[config.mk]
export PLATFORM = sky130hd
export DESIGN_NAME = optc_ctrl
export DESIGN_NICKNAME = d
export VERILOG_FILES = /design/src/hw/rtl/optc_pkg.sv /design/src/hw/rtl/optc_ctrl.sv
export SDC_FILE = /design/constraint.sdc
export NUM_CORES = 1
export LEC_CHECK = 0
export BUFFER_PORTS_ARGS = -buffer_cell sky130_fd_sc_hd__buf_4
export CORE_UTILIZATION = 25
export CTS_CLUSTER_DIAMETER = 30
export CTS_CLUSTER_SIZE = 10
export DETAILED_ROUTE_END_ITERATION = 6
export HOLD_SLACK_MARGIN = 0.1
export SLEW_MARGIN = 10
export SYNTH_ARGS = -nofsm -noshare
export SYNTH_HDL_FRONTEND = slang
export SYNTH_SLANG_ARGS = --single-unit
[constraint.sdc]
create_clock -name i_clk -period 2.55 [get_ports i_clk]
set_input_delay 0.6375 -clock i_clk [delete_from_list [all_inputs] [get_ports i_clk]]
set_output_delay 0.6375 -clock i_clk [all_outputs]
set_load 0.02 [all_outputs]
[src/hw/rtl/optc_pkg.sv]
// ----------------------------------------------------------------------------
// Offset point tracking controller package
// Shared types, constants, microprogram and saturation helpers.
// ----------------------------------------------------------------------------
package optc_pkg;

    localparam logic signed [35:0] PI_A       = 36'sd3373259426;
    localparam logic signed [35:0] HALF_PI_A  = 36'sd1686629713;
    localparam logic signed [35:0] TWO_PI_A   = 36'sd6746518852;
    localparam logic signed [33:0] CORDIC_K   = 34'sd652032874;
    localparam logic [34:0]        PHASE_WRAP = 35'h6487ED511;
    localparam logic [4:0]         TRIG_LAST  = 5'd17;
    localparam logic [4:0]         DIV_LAST   = 5'd31;
    localparam logic [5:0]         LAST_PC    = 6'd46;

    typedef enum logic [3:0] {
        OP_MUL, OP_ADD, OP_SUB, OP_DIV, OP_TRIGP, OP_TRIGB,
        OP_COS, OP_SIN, OP_CLIPV, OP_CLIPW
    } t_op;

    typedef enum logic [4:0] {
        SL_CP, SL_SP, SL_CB, SL_SB, SL_XR, SL_YR, SL_XD, SL_YD, SL_T1, SL_T2,
        SL_XP, SL_YP, SL_EX, SL_EY, SL_RAT, SL_K00, SL_K01, SL_K10, SL_K11,
        SL_DET, SL_I00, SL_I01, SL_I10, SL_I11, SL_UX, SL_UY, SL_V, SL_W
    } t_slot;

    typedef enum logic [2:0] {
        X_PX, X_PY, X_RAD, X_OFS, X_WB, X_GAIN, X_ZERO
    } t_ext;

    typedef enum logic [2:0] {
        CFG_RADIUS, CFG_OFFSET, CFG_WHEELBASE, CFG_GAIN, CFG_STEP, CFG_LIMIT
    } t_cfg_idx;

    typedef enum logic [2:0] {
        ST_IDLE, ST_READ, ST_START, ST_BUSY, ST_WRITE, ST_DONE
    } t_state;

    typedef struct packed {
        logic  ext;
        t_ext  xsel;
        t_slot slot;
    } t_src;

    typedef struct packed {
        t_op   op;
        t_src  a;
        t_src  b;
        t_slot dst;
    } t_uop;

    typedef struct packed {
        logic cap;
        logic rd;
        logic start;
        logic wr;
        logic load_out;
        t_uop uop;
    } t_cmd;

    typedef struct packed {
        logic busy;
    } t_sts;

    typedef struct packed {
        logic signed [31:0] radius;
        logic [30:0]        offset;
        logic [30:0]        wheelbase;
        logic [30:0]        gain;
        logic [31:0]        step;
        logic [30:0]        limit;
    } t_cfg;

    function automatic t_src ms(input t_slot s);
        t_src r;
        r.ext  = 1'b0;
        r.xsel = X_ZERO;
        r.slot = s;
        return r;
    endfunction

    function automatic t_src xs(input t_ext e);
        t_src r;
        r.ext  = 1'b1;
        r.xsel = e;
        r.slot = SL_CP;
        return r;
    endfunction

    function automatic t_uop mk(input t_op op, input t_src a, input t_src b, input t_slot d);
        t_uop u;
        u.op  = op;
        u.a   = a;
        u.b   = b;
        u.dst = d;
        return u;
    endfunction

    function automatic t_uop prog(input logic [5:0] pc);
        t_uop u;
        unique case (pc)
            6'd0:  u = mk(OP_TRIGP, xs(X_ZERO), xs(X_ZERO), SL_CP);
            6'd1:  u = mk(OP_COS, xs(X_ZERO), xs(X_ZERO), SL_CP);
            6'd2:  u = mk(OP_SIN, xs(X_ZERO), xs(X_ZERO), SL_SP);
            6'd3:  u = mk(OP_TRIGB, xs(X_ZERO), xs(X_ZERO), SL_CB);
            6'd4:  u = mk(OP_COS, xs(X_ZERO), xs(X_ZERO), SL_CB);
            6'd5:  u = mk(OP_SIN, xs(X_ZERO), xs(X_ZERO), SL_SB);
            6'd6:  u = mk(OP_MUL, xs(X_RAD), ms(SL_CP), SL_XR);
            6'd7:  u = mk(OP_MUL, xs(X_RAD), ms(SL_SP), SL_YR);
            6'd8:  u = mk(OP_MUL, xs(X_RAD), ms(SL_SP), SL_XD);
            6'd9:  u = mk(OP_MUL, xs(X_RAD), ms(SL_CP), SL_YD);
            6'd10: u = mk(OP_MUL, xs(X_OFS), ms(SL_CB), SL_T1);
            6'd11: u = mk(OP_ADD, xs(X_PX), ms(SL_T1), SL_XP);
            6'd12: u = mk(OP_MUL, xs(X_OFS), ms(SL_SB), SL_T1);
            6'd13: u = mk(OP_ADD, xs(X_PY), ms(SL_T1), SL_YP);
            6'd14: u = mk(OP_SUB, ms(SL_XR), ms(SL_XP), SL_EX);
            6'd15: u = mk(OP_SUB, ms(SL_YR), ms(SL_YP), SL_EY);
            6'd16: u = mk(OP_DIV, xs(X_OFS), xs(X_WB), SL_RAT);
            6'd17: u = mk(OP_MUL, ms(SL_RAT), ms(SL_SB), SL_T1);
            6'd18: u = mk(OP_MUL, ms(SL_T1), ms(SL_SB), SL_T1);
            6'd19: u = mk(OP_SUB, ms(SL_CB), ms(SL_T1), SL_K00);
            6'd20: u = mk(OP_MUL, xs(X_OFS), ms(SL_SB), SL_T1);
            6'd21: u = mk(OP_SUB, xs(X_ZERO), ms(SL_T1), SL_K01);
            6'd22: u = mk(OP_MUL, ms(SL_RAT), ms(SL_CB), SL_T1);
            6'd23: u = mk(OP_MUL, ms(SL_T1), ms(SL_SB), SL_T1);
            6'd24: u = mk(OP_ADD, ms(SL_SB), ms(SL_T1), SL_K10);
            6'd25: u = mk(OP_MUL, xs(X_OFS), ms(SL_CB), SL_K11);
            6'd26: u = mk(OP_MUL, ms(SL_K00), ms(SL_K11), SL_T1);
            6'd27: u = mk(OP_MUL, ms(SL_K01), ms(SL_K10), SL_T2);
            6'd28: u = mk(OP_SUB, ms(SL_T1), ms(SL_T2), SL_DET);
            6'd29: u = mk(OP_DIV, ms(SL_K11), ms(SL_DET), SL_I00);
            6'd30: u = mk(OP_SUB, xs(X_ZERO), ms(SL_K01), SL_T1);
            6'd31: u = mk(OP_DIV, ms(SL_T1), ms(SL_DET), SL_I01);
            6'd32: u = mk(OP_SUB, xs(X_ZERO), ms(SL_K10), SL_T1);
            6'd33: u = mk(OP_DIV, ms(SL_T1), ms(SL_DET), SL_I10);
            6'd34: u = mk(OP_DIV, ms(SL_K00), ms(SL_DET), SL_I11);
            6'd35: u = mk(OP_MUL, xs(X_GAIN), ms(SL_EX), SL_T1);
            6'd36: u = mk(OP_ADD, ms(SL_XD), ms(SL_T1), SL_UX);
            6'd37: u = mk(OP_MUL, xs(X_GAIN), ms(SL_EY), SL_T1);
            6'd38: u = mk(OP_ADD, ms(SL_YD), ms(SL_T1), SL_UY);
            6'd39: u = mk(OP_MUL, ms(SL_I00), ms(SL_UX), SL_T1);
            6'd40: u = mk(OP_MUL, ms(SL_I01), ms(SL_UY), SL_T2);
            6'd41: u = mk(OP_ADD, ms(SL_T1), ms(SL_T2), SL_V);
            6'd42: u = mk(OP_MUL, ms(SL_I10), ms(SL_UX), SL_T1);
            6'd43: u = mk(OP_MUL, ms(SL_I11), ms(SL_UY), SL_T2);
            6'd44: u = mk(OP_ADD, ms(SL_T1), ms(SL_T2), SL_W);
            6'd45: u = mk(OP_CLIPV, ms(SL_V), xs(X_ZERO), SL_V);
            default: u = mk(OP_CLIPW, ms(SL_W), xs(X_ZERO), SL_W);
        endcase
        return u;
    endfunction

    function automatic logic [29:0] atan_q30(input logic [4:0] i);
        logic [29:0] r;
        unique case (i)
            5'd0:  r = 30'd843314857;
            5'd1:  r = 30'd497837829;
            5'd2:  r = 30'd263043837;
            5'd3:  r = 30'd133525159;
            5'd4:  r = 30'd67021687;
            5'd5:  r = 30'd33543516;
            5'd6:  r = 30'd16775851;
            5'd7:  r = 30'd8388437;
            5'd8:  r = 30'd4194283;
            5'd9:  r = 30'd2097149;
            5'd10: r = 30'd1048576;
            5'd11: r = 30'd524288;
            5'd12: r = 30'd262144;
            5'd13: r = 30'd131072;
            5'd14: r = 30'd65536;
            5'd15: r = 30'd32768;
            5'd16: r = 30'd16384;
            5'd17: r = 30'd8192;
            default: r = 30'd0;
        endcase
        return r;
    endfunction

    function automatic logic signed [31:0] sat33(input logic signed [32:0] v);
        logic signed [31:0] r;
        if (v[32] != v[31]) begin
            r = v[32] ? 32'sh80000000 : 32'sh7FFFFFFF;
        end else begin
            r = v[31:0];
        end
        return r;
    endfunction

    function automatic logic signed [31:0] sat48(input logic signed [47:0] v);
        logic signed [31:0] r;
        if ((&v[47:31]) || !(|v[47:31])) begin
            r = v[31:0];
        end else begin
            r = v[47] ? 32'sh80000000 : 32'sh7FFFFFFF;
        end
        return r;
    endfunction

endpackage

[src/hw/rtl/optc_ctrl.sv]
// ----------------------------------------------------------------------------
// Controller sequencer
// Steps the datapath through the microprogram once per accepted request.
// ----------------------------------------------------------------------------
module optc_ctrl
    import optc_pkg::*;
(
    input  logic i_clk,
    input  logic i_rst_n,
    input  logic i_in_valid,
    input  logic i_out_free,
    input  t_sts i_sts,
    output logic o_in_ready,
    output t_cmd o_cmd
);

    t_state     r_state;
    t_state     n_state;
    logic [5:0] r_pc;
    logic [5:0] n_pc;

    always_comb begin
        n_state = r_state;
        n_pc    = r_pc;
        unique case (r_state)
            ST_IDLE: begin
                n_pc = '0;
                if (i_in_valid) begin
                    n_state = ST_READ;
                end
            end
            ST_READ:  n_state = ST_START;
            ST_START: n_state = ST_BUSY;
            ST_BUSY: begin
                if (!i_sts.busy) begin
                    n_state = ST_WRITE;
                end
            end
            ST_WRITE: begin
                if (r_pc == LAST_PC) begin
                    n_state = ST_DONE;
                end else begin
                    n_state = ST_READ;
                    n_pc    = r_pc + 6'd1;
                end
            end
            ST_DONE: begin
                if (i_out_free) begin
                    n_state = ST_IDLE;
                end
            end
            default: n_state = ST_IDLE;
        endcase
    end

    always_comb begin
        o_in_ready     = (r_state == ST_IDLE);
        o_cmd.cap      = (r_state == ST_IDLE) && i_in_valid;
        o_cmd.rd       = (r_state == ST_READ);
        o_cmd.start    = (r_state == ST_START);
        o_cmd.wr       = (r_state == ST_WRITE);
        o_cmd.load_out = (r_state == ST_DONE) && i_out_free;
        o_cmd.uop      = prog(r_pc);
    end

    always_ff @(posedge i_clk) begin
        if (!i_rst_n) begin
            r_state <= ST_IDLE;
            r_pc    <= '0;
        end else begin
            r_state <= n_state;
            r_pc    <= n_pc;
        end
    end

    a_pc_range: assert property (@(posedge i_clk) disable iff (!i_rst_n)
        r_pc <= LAST_PC)
        else $error("program counter beyond the last step");

    a_write_idle: assert property (@(posedge i_clk) disable iff (!i_rst_n)
        o_cmd.wr |-> !i_sts.busy)
        else $error("result written while a unit is still busy");

    a_div_busy: assert property (@(posedge i_clk) disable iff (!i_rst_n)
        (o_cmd.start && (o_cmd.uop.op == OP_DIV)) |=> i_sts.busy)
        else $error("divider did not start");

    a_done_pc: assert property (@(posedge i_clk) disable iff (!i_rst_n)
        (r_state == ST_DONE) |-> (r_pc == LAST_PC))
        else $error("request finished before the last step");

endmodule

Word level (Yosys, flattened, before mapping)
Memories as Yosys holds them, arrays and structs flattened. A register that Yosys moved wholly into a read port is not among the register bits.
Index checks and enable logic that the tools add are counted.
{ "op_classes": {"reduce_logical": 6, "add_sub_neg": 1, "n_eq_ne": 10, "muxes": 9} }
{ "ops": {"columns": ["op", "n"], "rows": [
  ["6-bit 2-to-1 mux", 3],
  ["3-bit one-hot mux with 6 select lines", 1],
  ["3-bit 2-to-1 mux", 4],
  ["6-bit one-hot mux with 2 select lines", 1],
  ["2-bit != test, second input constant", 4],
  ["6-bit by 1-bit adder with 6-bit output, second input constant", 1],
  ["3-bit by 2-bit == test with 1-bit output, second input constant", 2],
  ["3-bit == test, second input constant", 2],
  ["6-bit == test, second input constant", 1],
  ["3-bit by 1-bit == test with 1-bit output, second input constant", 1],
  ["3-bit logical NOT", 1],
  ["3-bit AND reduction", 1],
  ["1-bit logical AND", 2],
  ["2-bit AND reduction", 1],
  ["2-bit nonzero test", 1]
]} }
{ "word_totals": {"regBits": 9, "memories": 1, "elab_cells": 29, "in_bits": 5, "mem_bits_ro": 1600, "out_inout_bits": 33} }
{ "memory_table": {"columns": ["memory", "words", "width", "read_ports", "rd_clocked_by_memory_dff", "write_ports", "line", "rtl"], "rows": [
  ["(no name shown)", 64, 25, 1, 1, 0, "optc_pkg.sv:101", "unique case (pc)"]
]} }

Logic depth before layout (Yosys ltp)
Gate-level depths: netlist (run 1).
{ "depth": {"word_depth": 5, "depth_mapped": 13, "depth_no_buf": 12} }

Worst setup path before layout (run 1)
No wires, ideal clock.
{ "synth_path": {"path_kind": "register -> register", "start": "register r_state[2]", "end": "register, netlist name o_cmd[14]", "stages_incl_launch_ff": 11, "t_required_ns": 2.433, "setup_slack_ns": -0.191, "synth_period_minus_slack_ns": 2.741, "t_arrival_ns": 2.624, "path_buffers": 3, "setup_time_ns": 0.117, "path_cell_list": "dfxtp_1 clkbuf_1 clkbuf_1 o211ai_1 o2bb2ai_1 nand2_1 ha_1 clkbuf_1 nand2_1 a31o_2 o2bb2ai_1"} }
{ "synth_between": {"elab_chain_len": 5, "elab_cells_between_ends": 8, "cone_classes": "2 x eq/ne; 3 x mux; 3 x reduce/logical"} }
{ "synth_lines": {"columns": ["element", "line", "rtl"], "rows": [
  ["start: declaration", "optc_ctrl.sv:17", "t_state r_state;"],
  ["start signal: assignment", "optc_ctrl.sv:71", "r_state <= n_state;"],
  ["3-bit == test / 3-bit logical NOT (equally long branches)", "optc_ctrl.sv:25", "unique case (r_state)"],
  ["2-bit != test (no line) / 2-bit nonzero test (equally long branches)", null, null],
  ["2-bit AND reduction (no line)", null, null],
  ["6-bit 2-to-1 mux (no line) (*) (2 in a row)", null, null]
]} }
Every way passes the cells marked *; elsewhere a longest branch is shown, timed or not.
A chain may end at the register's enable or synchronous reset.

Worst setup path in the final report (run 1)
{ "layout_path": {"start": "register r_pc[0]", "end": "register, netlist name o_cmd[5]"} }
{ "layout_between": {"elab_chain_len": 5, "elab_cells_between_ends": 8, "cone_classes": "1 x add/sub; 2 x eq/ne; 4 x mux; 1 x reduce/logical"} }
{ "layout_lines": {"columns": ["element", "line", "rtl"], "rows": [
  ["start: declaration", "optc_ctrl.sv:19", "logic [5:0] r_pc;"],
  ["start signal: assignment", "optc_ctrl.sv:72", "r_pc <= n_pc;"],
  ["6-bit by 1-bit adder with 6-bit output / 6-bit == test (equally long branches)", "optc_ctrl.sv:44, optc_ctrl.sv:40", null],
  ["6-bit 2-to-1 mux / 2-bit != test (equally long branches)", null, null],
  ["6-bit one-hot mux with 2 select lines / 2-bit AND reduction (equally long branches)", null, null],
  ["6-bit 2-to-1 mux (no line) (*) (2 in a row)", null, null]
]} }
Every way passes the cells marked *; elsewhere a longest branch is shown, timed or not. The select of a mux whose other input is x is not followed.

==> results of run 1 <==
cells in the mapped netlist (4+ instances only):
master and n:
o22ai_1 4, nand2_1 32, a21oi_1 23, nor2_1 29
and2_1 4, ha_1 13, a31oi_1 10, dfxtp_1 34
inv_1 12, buf_4 4, o211ai_1 13, a21o_1 5
clkbuf_1 10, nor3_1 7, nand3_1 13, buf_2 11
o21ai_0 28
through the flow:
| stage | utilization, % | total power (µW) | setup slack, ps | instances |
|---|---|---|---|---|
| 5_1_grt | 34.3 | 1400 | 6.57 | 502 |
| 2_1_floorplan | - | 733 | 2.34 | 324 |
| 4_1_cts | 33.3 | 1330 | 7.96 | 500 |
| 3_3_place_gp | 32.1 | 826 | 66.4 | 493 |
| 6_report | 34.3 | 1330 | 158 | 502 |
| 3_5_place_dp | 32.1 | 828 | -48.7 | 493 |
sequential cells by signal, indices dropped and copies added (netlist names):
register  count
o_cmd        25
r_pc          6
r_state       3
kinds of logic after synthesis:
| kind of cell | Yosys count |
|---|---|
| AND/OR/NAND/NOR | 111 |
| flip-flops | 34 |
| XOR/XNOR | 1 |
| other | 2 |
| adder cells (fa/ha/maj) | 13 |
| AO/OA/AOI/OAI | 120 |
| multiplexers | 2 |
| buffers and inverters | 41 |
report_power, final:
part / internal [µW] / switching, µW
registers: 542 / 14.6
logic: 119 / 161
clock network: 312 / 184
total: 973 / 360
layout make-up:
type / instances / area (µm²)
fill: 995 / 6130
multi-input combinational: 249 / 1650
sequential: 34 / 681
timing repair buffer: 68 / 536
tap: 129 / 161
clock buffer: 6 / 82.6
inverter: 14 / 57.6
clock inverter: 1 / 30.0
timing repair inverter: 1 / 5.00
path summary, 6_finish.rpt:
| check | from | to | cells past startpoint |
|---|---|---|---|
| worst max-delay path | r_pc[0] | o_cmd[5] | 10 |
| worst min-delay path | i_sts | r_state[1] | 3 |
| worst max register to register | r_pc[0] | o_cmd[5] | 10 |
| worst min register to register | r_state[2] | r_state[1] | 2 |
what timing repair did:
| action | in CTS | in global routing |
|---|---|---|
| gates cloned | 0 | 1 |
| buffers inserted | 0 | 1 |
| pin swaps | 0 | 3 |
| endpoints found under the setup margin | 2 | 19 |
| gates resized for setup | 1 | 20 |
tightest hold or removal path: cells and delay by family:
kind	cells	cell delay (ps)
AND/OR/NAND/NOR	2	140
buffers and inverters	1	120
per-layer routing:
metal / share of wire [%] / wire (µm)
met4: 3.7 / 287
met1: 44 / 3390
met2: 44 / 3360
met5: 0 / 0
met3: 8.5 / 657
==> metrics.txt, run 1 <==
worst path required time between 2000 and 3000 ps; mux share of post-synthesis cell area less than 1%; CTS Buf Count 5; Via density about 5.3; peak supply drop roughly 0.19 mV; flop-to-flop setup slack roughly 160 ps; initial antenna violation count 0; Initial Util between 20% and 30%; htree depth 2; Compound-Gate Fraction of Synth Area between 30% and 40%; GRT Total Usage roughly 15%; synthesized flop and latch total 34; WHS about 670 ps; Worst-Skew Late Latency roughly 280 ps; Clock Pin Slew Worst Setup and Hold Paths around 70 ps; first-pass GRT wire length about 12000 µm; Via Count around 2700; CP max-delay cell dfxtp_1; LEAKAGE ~0.0013 µW; routed wire length just under 8000 µm; initial DRC count 356; Cell Chain, Critical Path inv_1, ha_4, nand3b_4, o2111a_1, o21ai_4, buf_4, ha_4, buf_4, a222oi_1, o221ai_1; crit share post-route 93.8%; area of the core between 9000 and 10000 µm²; Crit Path Class flip-flop to flip-flop; hold crit path type input port to flip-flop; Worst Path Max Fanout 9; min Tclk post-route 2390 ps; # DRC 0; Warnings, synthesis 0; outcome finished clean; ANT cells 0; hold_buf cts 0; Post-synth EDFFs 0; Arr. time, crit path roughly 2500 ps; ranking of synthesized cells by area dfxtp_1 (28%), ha_1 (6.7%), o21ai_0 (5.8%); largest family of logic cells by synthesized area compound AO/OA/AOI/OAI gates; CP delay by family, top compound AO/OA/AOI/OAI gates; final instance area ~3200 µm²; cells after synthesis 324; max_slew headroom between 50 and 60%; Avg WL per Cell between 15 and 20 µm; Final setup viols 0; Fin. Hold Viols 0; startpoint types flip-flop; row count 35; DR pass1 iterations 5; GR Util met3 ~2.8%; commonest non-fill, non-tap cell in the layout buf_4; sequential cell area fraction in the yosys report 28.1%; Synth Area in XOR/XNOR less than 1%; Die Span Y about 100 µm; CTS tree yes; largest net degree at the start of global routing 38; dpl cell area roughly 3000 µm²; vias in the first global route ~2400; synth unique cells 63; syn_nets approximately 340; Clock Sinks 34; share of cells above drive strength 1 roughly 28%; die area about 10000 µm²; fin. max-slew vios 0; Power per Cell Area ~420 nW/µm²; dpl hpwl 5600 µm; Final Skew between 5 and 6 ps; Yosys top cell area share 28.1%; maximum buffer depth of the clock tree 2; M1 GR Usage a little over a fifth; die width between 100 and 150 µm; mapped cell area between 2000 and 2500 µm²; Final nets a little under 400; Simple-Gate Fraction of Synth Area around 23%; gp weighted congestion between 0.9 and 1; grt ovf 0; Peak Freq 0.418 GHz; Clock Root Buffer clkbuf_8; setup repair after global routing missed its margin false; Antenna Nets Post-Route 0; setup_tns 0 ps; Mapped Avg Cell Area ~7.5 µm²; met2 usage around 23%; Post-synth ARST share 0%; worst-margin pin slew roughly 660 ps; crit end category flip-flop; busiest grt layer met2; post-synthesis adder-cell area fraction under 10%; Max-cap violations 0; # IOs 38; Yosys top cell by area dfxtp_1; Buf/Inv on CP 3; commonest non-fill, non-tap cells in the layout buf_4 (66), dfxtp_1 (34), nand2_1 (31); Area Overhead vs Synth 31.9%; slowest stage delay, CP 310 ps; Top FF cell, synth dfxtp_1; # port buffers 35
(Power assumes the default switching activity.)
==> inputs of run 2 (changes only) <==
Settings changed: PLACE_DENSITY set to 0.44.
==> metrics.txt, run 2 (synthesis gave the netlist of run 1 again) <==
hold path start i_rst_n; Antenna Nets Post-Route 0; largest net degree at the start of global routing 33; Arr. time, crit path between 2000 and 3000 ps; Power per Cell Area roughly 390 nW/µm²; final core utilization a little over a third; Area Overhead vs Synth 36.9%; Peak Freq slightly above 0.4 GHz; gp weighted congestion 0.932; cell mode on critical path inv_2; peak supply drop 0.159 mV; htree depth 2; dpl cell area between 3000 and 4000 µm²; WHS ~660 ps; Via Count about 2800; row count 35; CP delay by family, top compound AO/OA/AOI/OAI gates; grt ovf 0; CTS tree yes; initial DRC count roughly 370; ANT cells 0; routed wire length between 8000 and 9000 µm; max reg flops 25; dpl hpwl 5910 µm; maximum buffer depth of the clock tree 2; die width just over 100 µm; Cell Chain, Critical Path inv_2, ha_4, nand3b_4, o31ai_2, o2bb2ai_2, nand2_4, inv_2, buf_4, ha_1, a21boi_1, or3_1, a21oi_1; share of cells above drive strength 1 31.2%; Final setup viols 0; initial antenna violation count 0; fin. max-slew vios 0; crit end category flip-flop; final instance area 3320 µm²; DR pass1 iterations 5; crit share post-route a little over nine tenths; Crit Path Class flip-flop to flip-flop; Worst Path Max Fanout 8; outcome finished clean; Worst-Skew Late Latency approximately 300 ps; first-pass GRT wire length between 10000 and 15000 µm; Clock Sinks 34; Avg WL per Cell around 16 µm; CTS Buf Count 5; Filler cells 969; LEAKAGE approximately 0.0014 µW; Clock Root Buffer clkbuf_8; # IOs 38; Clock Pin Slew Worst Setup and Hold Paths roughly 70 ps; vias in the first global route between 2000 and 3000; Fin. Hold Viols 0; # DRC 0; Final Skew between 15 and 20 ps; # port buffers 35; Initial Util between 20% and 30%; Max-cap violations 0; die area 10100 µm²; launch point of the worst reg-to-reg path r_pc[0]; slowest stage delay, CP 320 ps; CP startpoint r_pc[0]; commonest non-fill, non-tap cell in the layout buf_4; worst path required time 2760 ps; min Tclk post-route 2410 ps; Buf/Inv on CP 3; area of the core 9330 µm²; CP max-delay cell dfxtp_1; GRT Total Usage roughly 17%; Die Span Y approximately 100 µm; startpoint types flip-flop; Final nets about 400; hold crit path type input port to flip-flop; Via density 5.39; setup repair after global routing missed its margin true; commonest non-fill, non-tap cells in the layout buf_4 (88), dfxtp_1 (34), nand2_1 (31)
==> run 2: metal layers <==
layer | part of all wire (%) | track usage (%)
met4 | 3.1 | 7.13
met3 | 8.2 | 3.40
met2 | 43 | 24.0
met5 | 0 | 0
met1 | 46 | 24.0
==> run 2: worst register-to-register path: cells and delay by family, from the launching register on <==
family          cells  cell delay, ps
flops               1             320
simple gates        3             580
buf+inv             3             360
compound gates      4             710
fa+ha+maj           2             360
==> run 2: worst paths after layout <==
| check | cells past startpoint | endpoint | slack (ps) |
|---|---|---|---|
| max | 12 | o_cmd[18] | 140 |
| min | 3 | r_state[2] | 660 |
| max reg2reg | 12 | o_cmd[18] | 140 |
| min reg2reg | 3 | r_state[2] | 770 |
==> run 2: what timing repair did <==
action	4_1_cts	5_1_grt
hold buffers	0	0
hold endpoints to repair	0	0
setup buffers	1	8
gates resized for setup	6	13
gates cloned	0	0
pin swaps	1	2
endpoints found under the setup margin	8	21
==> run 2: power by group <==
group | internal [µW] | total (µW) | leakage (µW) | switching (µW)
clock network | 218 | 440 | 0.0000482 | 221
logic | 132 | 305 | 0.00111 | 173
registers | 541 | 550 | 0.000275 | 8.18
total | 892 | 1290 | 0.00143 | 402
==> run 2: layout make-up <==
class	instances	area (µm²)	area share, %
Multi-Input combinational cell	249	1650	49.7
Sequential cell	34	681	20.5
Timing Repair Buffer	89	681	20.5
Tap cell	129	161	4.86
Clock buffer	7	86.3	2.60
Inverter	14	57.6	1.73
Clock inverter	1	5.00	0.151
==> run 2: stage by stage <==
| stage | TNS [ps] | worst slack, ps | power, µW | instances |
|---|---|---|---|---|
| 2_1_floorplan | 0 | 2.34 | 733 | 324 |
| 3_3_place_gp | 0 | 21.3 | 844 | 506 |
| 3_5_place_dp | -182 | -67.5 | 841 | 506 |
| 4_1_cts | 0 | 11.2 | 1290 | 515 |
| 5_1_grt | -89.2 | -22.7 | 1360 | 523 |
| 6_report | 0 | 140 | 1290 | 523 |
